## config.mk

```make
export PLATFORM = sky130hd
export DESIGN_NAME = longest_remaining_time_scheduler
export DESIGN_NICKNAME = d
export VERILOG_FILES = /design/src/rtl/lrts_pkg.sv /design/src/rtl/lrts_cell.sv /design/src/rtl/longest_remaining_time_scheduler.sv
export SDC_FILE = /design/constraint.sdc
export NUM_CORES = 1
export LEC_CHECK = 0
export BUFFER_PORTS_ARGS = -buffer_cell sky130_fd_sc_hd__buf_2
export CORE_MARGIN = 3
export CORE_UTILIZATION = 62
export CTS_CLUSTER_SIZE = 20
export DETAILED_ROUTE_END_ITERATION = 16
export GPL_TIMING_DRIVEN = 0
export PLACE_DENSITY = 0.83
export SLEW_MARGIN = 20
export SYNTH_ARGS = -nofsm -noshare
export SYNTH_HDL_FRONTEND = slang
export SYNTH_SLANG_ARGS = --single-unit
```

## constraint.sdc

```tcl
create_clock -name clock -period 3.9 [get_ports clock]
set_input_delay 0.195 -clock clock [delete_from_list [all_inputs] [get_ports clock]]
set_output_delay 0.195 -clock clock [all_outputs]
set_load 0.05 [all_outputs]
```

## src/rtl/lrts_pkg.sv

```systemverilog
`default_nettype none
package lrts_pkg;

   localparam int NUM_SLOTS  = 8;
   localparam int IDX_W      = (NUM_SLOTS > 1) ? $clog2(NUM_SLOTS) : 1;
   // wide enough for any 3-bit slot number and for NUM_SLOTS itself
   localparam int SLOT_EXT_W = 7;

   localparam logic MODE_LOAD = 1'b0;
   localparam logic MODE_TICK = 1'b1;

   typedef logic [IDX_W-1:0] idx_type;

   typedef struct packed {
      logic        mode;
      logic [2:0]  slot;
      logic [15:0] job_id;
      logic [15:0] arrival;
      logic [7:0]  burst;
   } req_type;

   typedef struct packed {
      logic        ran;
      logic [2:0]  ran_slot;
      logic [15:0] ran_id;
      logic        finished;
      logic [15:0] finish_time;
      logic        all_done;
   } rsp_type;

   // best candidate so far, handed from cell to cell
   typedef struct packed {
      logic        found;
      logic [7:0]  work;
      idx_type     idx;
      logic [15:0] id;
   } cand_type;

   typedef struct packed {
      logic        en;
      idx_type     idx;
      logic [15:0] id;
      logic [15:0] arrival;
      logic [7:0]  burst;
   } wr_type;

   typedef struct packed {
      logic    en;
      idx_type idx;
   } dec_type;

   typedef enum logic [3:0] {
      ST_IDLE   = 4'b0001,
      ST_SCAN   = 4'b0010,
      ST_COMMIT = 4'b0100,
      ST_REPORT = 4'b1000
   } state_type;

endpackage
`default_nettype wire

```

## src/rtl/lrts_cell.sv

```systemverilog
`default_nettype none
module lrts_cell (
   input  wire                logic       clock,
   input  wire                logic       reset,
   input  lrts_pkg::idx_type              cell_idx,
   input  lrts_pkg::wr_type               wr,
   input  lrts_pkg::dec_type              dec,
   input  wire                logic [15:0] cur_time,
   input  lrts_pkg::cand_type             cand_in,
   output lrts_pkg::cand_type             cand_out,
   output logic                           nonzero
);

   logic [7:0]         work_ff, work_in;
   logic [15:0]        arrival_ff, arrival_in;
   logic [15:0]        id_ff, id_in;
   lrts_pkg::cand_type cand_ff, cand_in_nxt;
   logic               eligible;
   logic               take;

   assign nonzero  = (work_ff != 8'd0);
   assign eligible = nonzero && (arrival_ff <= cur_time);
   // strictly greater: an earlier cell keeps a tie
   assign take     = eligible && (!cand_in.found || (work_ff > cand_in.work));

   always_comb begin
      work_in    = work_ff;
      arrival_in = arrival_ff;
      id_in      = id_ff;
      if (wr.en && (wr.idx == cell_idx)) begin
         work_in    = wr.burst;
         arrival_in = wr.arrival;
         id_in      = wr.id;
      end else if (dec.en && (dec.idx == cell_idx)) begin
         work_in = work_ff - 8'd1;
      end
   end

   always_comb begin
      cand_in_nxt = cand_in;
      if (take) begin
         cand_in_nxt.found = 1'b1;
         cand_in_nxt.work  = work_ff;
         cand_in_nxt.idx   = cell_idx;
         cand_in_nxt.id    = id_ff;
      end
   end

   always_ff @(posedge clock) begin
      if (reset) begin
         work_ff       <= 8'd0;
         cand_ff.found <= 1'b0;
      end else begin
         work_ff       <= work_in;
         cand_ff.found <= cand_in_nxt.found;
      end
      arrival_ff   <= arrival_in;
      id_ff        <= id_in;
      cand_ff.work <= cand_in_nxt.work;
      cand_ff.idx  <= cand_in_nxt.idx;
      cand_ff.id   <= cand_in_nxt.id;
   end

   assign cand_out = cand_ff;

endmodule
`default_nettype wire

```

## src/rtl/longest_remaining_time_scheduler.sv

```systemverilog
// Load request: result in the cycle after acceptance; a next request is taken once
// idle again. Tick request: the best candidate walks the row of slot cells one cell
// per cycle in the scan state, then the commit state applies the decrement and the
// report state shows the result. One request at a time, busy until done.
// Results are strobed for one cycle on rsp_valid; the receiver cannot stall.
// Synchronous reset empties every slot, zeroes time and returns to idle.
`default_nettype none
module longest_remaining_time_scheduler (
   input  wire              logic clock,
   input  wire              logic reset,
   input  wire              logic start,
   output logic                   busy,
   input  lrts_pkg::req_type      req_data,
   output logic                   rsp_valid,
   output lrts_pkg::rsp_type      rsp_data
);

   lrts_pkg::state_type state_ff, state_in;
   lrts_pkg::idx_type   cnt_ff, cnt_in;
   logic [15:0]         time_ff, time_in;
   logic                ran_ff, ran_in;
   logic [2:0]          slot_ff, slot_in;
   logic [15:0]         id_ff, id_in;
   logic                fin_ff, fin_in;

   lrts_pkg::cand_type  chain [lrts_pkg::NUM_SLOTS+1];
   logic [lrts_pkg::NUM_SLOTS-1:0] nz;
   lrts_pkg::wr_type    wr;
   lrts_pkg::dec_type   dec;
   lrts_pkg::cand_type  best;
   logic                accept;
   logic                load_ok;

   assign accept  = start && (state_ff == lrts_pkg::ST_IDLE);
   assign load_ok = (lrts_pkg::SLOT_EXT_W'(req_data.slot)
                     < lrts_pkg::SLOT_EXT_W'(lrts_pkg::NUM_SLOTS));
   assign best    = chain[lrts_pkg::NUM_SLOTS];

   assign wr.en      = accept && (req_data.mode == lrts_pkg::MODE_LOAD) && load_ok;
   assign wr.idx     = lrts_pkg::IDX_W'(req_data.slot);
   assign wr.id      = req_data.job_id;
   assign wr.arrival = req_data.arrival;
   assign wr.burst   = req_data.burst;

   assign dec.en  = (state_ff == lrts_pkg::ST_COMMIT) && best.found;
   assign dec.idx = best.idx;

   assign chain[0] = '0;

   for (genvar g = 0; g < lrts_pkg::NUM_SLOTS; g++) begin : g_cell
      lrts_cell u_cell (
         .clock    (clock),
         .reset    (reset),
         .cell_idx (lrts_pkg::IDX_W'(g)),
         .wr       (wr),
         .dec      (dec),
         .cur_time (time_ff),
         .cand_in  (chain[g]),
         .cand_out (chain[g+1]),
         .nonzero  (nz[g])
      );
   end

   always_comb begin
      state_in = state_ff;
      cnt_in   = cnt_ff;
      time_in  = time_ff;
      ran_in   = ran_ff;
      slot_in  = slot_ff;
      id_in    = id_ff;
      fin_in   = fin_ff;
      unique case (state_ff)
         lrts_pkg::ST_IDLE: begin
            if (start) begin
               ran_in  = 1'b0;
               slot_in = 3'd0;
               id_in   = 16'd0;
               fin_in  = 1'b0;
               cnt_in  = '0;
               if (req_data.mode == lrts_pkg::MODE_TICK) begin
                  state_in = lrts_pkg::ST_SCAN;
               end else begin
                  state_in = lrts_pkg::ST_REPORT;
               end
            end
         end
         lrts_pkg::ST_SCAN: begin
            // chain settles one cell per cycle while slot state stands still
            if (cnt_ff == lrts_pkg::IDX_W'(lrts_pkg::NUM_SLOTS - 1)) begin
               state_in = lrts_pkg::ST_COMMIT;
            end else begin
               cnt_in = cnt_ff + lrts_pkg::IDX_W'(1);
            end
         end
         lrts_pkg::ST_COMMIT: begin
            time_in = time_ff + 16'd1;
            if (best.found) begin
               ran_in  = 1'b1;
               slot_in = 3'(best.idx);
               id_in   = best.id;
               fin_in  = (best.work == 8'd1);
            end
            state_in = lrts_pkg::ST_REPORT;
         end
         lrts_pkg::ST_REPORT: begin
            state_in = lrts_pkg::ST_IDLE;
         end
         default: begin
            state_in = lrts_pkg::ST_IDLE;
         end
      endcase
   end

   always_ff @(posedge clock) begin
      if (reset) begin
         state_ff <= lrts_pkg::ST_IDLE;
         cnt_ff   <= '0;
         time_ff  <= 16'd0;
      end else begin
         state_ff <= state_in;
         cnt_ff   <= cnt_in;
         time_ff  <= time_in;
      end
      ran_ff  <= ran_in;
      slot_ff <= slot_in;
      id_ff   <= id_in;
      fin_ff  <= fin_in;
   end

   assign busy      = (state_ff != lrts_pkg::ST_IDLE);
   assign rsp_valid = (state_ff == lrts_pkg::ST_REPORT);

   always_comb begin
      rsp_data.ran         = ran_ff;
      rsp_data.ran_slot    = slot_ff;
      rsp_data.ran_id      = id_ff;
      rsp_data.finished    = fin_ff;
      rsp_data.finish_time = time_ff;
      rsp_data.all_done    = ~|nz;
   end

endmodule
`default_nettype wire

```

==> key figures <==
Timing
  • Tmin final: 3720 ps
  • Worst slew margin: 30.2%
  • RSZ-0062 raised after global routing: false
  • Final hold violations: 0
  • Worst setup margin: 178 ps
  • Worst hold slack: 154 ps
  • Max Clock Freq: 269 MHz
  • Setup Skew: 14.1 ps
  • TNS Setup: 0 ps
  • Final Max Tran Viols: 0
  • Worst Max-Slew Pin Slew: 1050 ps
  • Final period util: 95.4%
  • Setup violators final: 0

Pwr
  • Total Power: 12.9 mW
  • Maximum vdd drop: 315 uV
  • Leak Pwr: 10.7 nW
  • Power per cell area: 466 nW/um2

Detailed routing
  • DR WL/cell: 22.3 um
  • Metal2 WL: 28900 um
  • Met3 Routed Length: 4650 um
  • Total Routed Length: 59500 um
  • Routed via count: 16386
  • Vias per cell: 6.13
  • DRC viols: 0
  • Met1 WL: 23200 um
  • Max Used Layer: met4
  • Drt initial violations: 1627
  • Drt first pass iters: 6
  • Post-route ant nets: 0

Synthesis
  • Post-Syn Area: 24100 um2
  • Fraction of registers with async set/reset: 0%
  • Yosys cell types: 64
  • Post-synth top area cell: edfxtp_1
  • YS warnings: 0
  • Sequential area share after synthesis: 59.7%
  • Cells after Synth: 1929
  • Synth top area cells: edfxtp_1 34%, dfxtp_1 25%, ha_1 10%
  • EDFF count, synth: 277
  • Syn_nets: 2172
  • Yosys reg bits: 581
  • Syn avg cell area: 12.5 um2
  • Area share of the largest cell type after synthesis: 34.5%
  • Most common flop cell mapped by yosys: dfxtp_1

Global routing
  • Vias in the first global route: 16607
  • First-pass GRT wire length: 91000 um
  • Total Routing Usage GR: 28.5%
  • Grt ovf: 0
  • Initial antenna violation count: 0
  • Largest net degree at the start of global routing: 40

CTS
  • CTS root buffer: clkbuf_16
  • Htree depth: 2
  • Worst-path clk slew: 70 ps
  • Clock Latency Late Sink: 620 ps
  • Longest Clk Path Bufs: 3
  • CTS Buf Count: 56
  • CTS tree: yes
  • CTS sink cnt: 581

Cells and area
  • Design Area, Final: 27800 um2
  • FILL cells: 2439
  • Commonest non-fill, non-tap cell in the layout: dfxtp_1
  • Area Overhead vs Synth: 15.2%
  • Share of cells above drive strength 1: 19.2%
  • Fin util: 73.1%
  • Nets: 2357
  • Non-Filler Instances: 2674
  • Most frequent cells in the layout: 304 x dfxtp_1, 277 x edfxtp_1, 196 x ha_1, 146 x mux2_2, 143 x a21oi_1

Placed design
  • Placer congestion estimate: 0.928
  • Dpl ws: -161 ps
  • DP Cell Count: 2526
  • Port buffer count: 77
  • Post-DP HPWL: 40200 um
  • Placed cell areas: 25300 um2

Outcome
  • Status: completed

Critical path
  • Data arrival, critical path: 4230 ps
  • CP Max Fanout: 10
  • CP peak stage delay: 940 ps
  • Startpoint Class: flip-flop
  • Worst EP required: 4410 ps
  • Slowest cell on crit path: a221oi_2
  • Crit path cell chain: inv_1, ha_1, nand4_1, nor4_1, nand4_1, a221oi_2, buf_2, mux2_2
  • Worst Path Class, Setup: flip-flop to flip-flop
  • CP most frequent cell: nand4_1
  • CP Buf/Inv Count: 2
  • CP endpoint kind: flip-flop
  • Top delay family on crit path: compound AO/OA/AOI/OAI gates

Floorplan
  • Starting Density: 63.4%
  • Ports: 87
  • Die Height: 203 um
  • Total core area: 38000 um2
  • Die area: 41300 um2
  • Die W: 203 um
  • Rows: 71

Worst hold path
  • Hold Path Class: input port to flip-flop

Flow run
  • Max-Cap Viols: 0
cell usage after synthesis, drive strengths merged (3+ instances only):
master,number
a211oi,7
a21bo,3
a21boi,3
a21o,8
a21oi,143
a221oi,22
a22oi,5
a31oi,8
and2,34
and3,23
and3b,4
buf,23
clkbuf,33
clkinv,10
dfxtp,304
edfxtp,277
ha,196
inv,97
mux2,157
mux2i,9
nand2,95
nand2b,7
nand3,30
nand3b,7
nand4,50
nor2,107
nor2b,22
nor3,47
nor3b,5
nor4,25
o211ai,14
o21ai,54
o21ba,9
o22ai,10
o2bb2ai,4
o311ai,8
or2,13
or3,14
or4,7
xnor2,18
kinds of logic (layout without fill, tap and decap cells):
group                      after synthesis  count (layout)  synth area share, %
AOI/OAI and AO/OA                      310             310                 8.05
xor gates and xnor gates                18              18                0.654
adders and majority gates              196             196                 10.2
buffers and inverters                  163             396                 2.80
DFF                                    581             581                 59.7
muxes                                  166             166                 7.86
other                                    0               1                    0
and+or+nand+nor                        495             495                 10.7
path summary, 6_finish.rpt:
check / slack (ps) / endpoint / start / cells after the start
hold / removal: 150 / g_cell[2].u_cell.work_ff[7] / req_data[41] / 3
hold reg to reg: 420 / g_cell[6].u_cell.cand_out[18] / g_cell[5].u_cell.cand_out[18] / 1
setup / recovery: 180 / g_cell[2].u_cell.cand_out[12] / time_ff[14] / 8
setup reg to reg: 180 / g_cell[2].u_cell.cand_out[12] / time_ff[14] / 8
tightest hold or removal path, stage by stage:
cell and delay (ps):
buf_2 130, nand4_1 270, a211oi_1 120
power by group:
group / leakage (nW) / switching [mW] / internal, mW / total [mW]
clock: 0.969 / 2.37 / 3.34 / 5.71
combinational: 4.77 / 0.399 / 0.230 / 0.629
sequential: 4.98 / 0.0533 / 6.54 / 6.59
timing repair:
item / in CTS / in global routing
endpoints found under the hold margin: 259 / 0
endpoints found under the setup margin: 44 / 68
hold buffers: 35 / 0
pin swaps: 0 / 3
gates resized for setup: 3 / 3
setup buffers: 0 / 6
layout make-up:
| class | instances | area [um2] | share of cell area, % |
|---|---|---|---|
| timing repair buffer | 127 | 956 | 3.44 |
| clock buffer | 77 | 1620 | 5.84 |
| tap | 511 | 639 | 2.30 |
| antenna | 1 | 2.50 | 0.00901 |
| clock inverter | 29 | 378 | 1.36 |
| inverter | 107 | 417 | 1.50 |
| multi-input combinational | 1185 | 9090 | 32.7 |
| buffer | 56 | 269 | 0.968 |
| sequential | 581 | 14400 | 51.9 |
routing by layer:
| layer | vias to the layer above | GRT usage (%) |
|---|---|---|
| met3 | 186 | 4.25 |
| met2 | 762 | 48.3 |
| met1 | 7955 | 36.2 |
| met5 | - | 0 |
| li1 | 7483 | - |
| met4 | 0 | 14.1 |
flip-flops by register name, summed over array words and instances, names as in the netlist:
register / flops
g_cell.u_cell.work_ff: 64
time_ff: 16
g_cell.u_cell.id_ff: 128
state_ff: 4
slot_ff: 3
g_cell.u_cell.arrival_ff: 128
ran_ff: 1
cnt_ff: 3
fin_ff: 1
g_cell.u_cell.cand_out: 217
id_ff: 16
No activity file was read; power rests on OpenSTA's default activity.
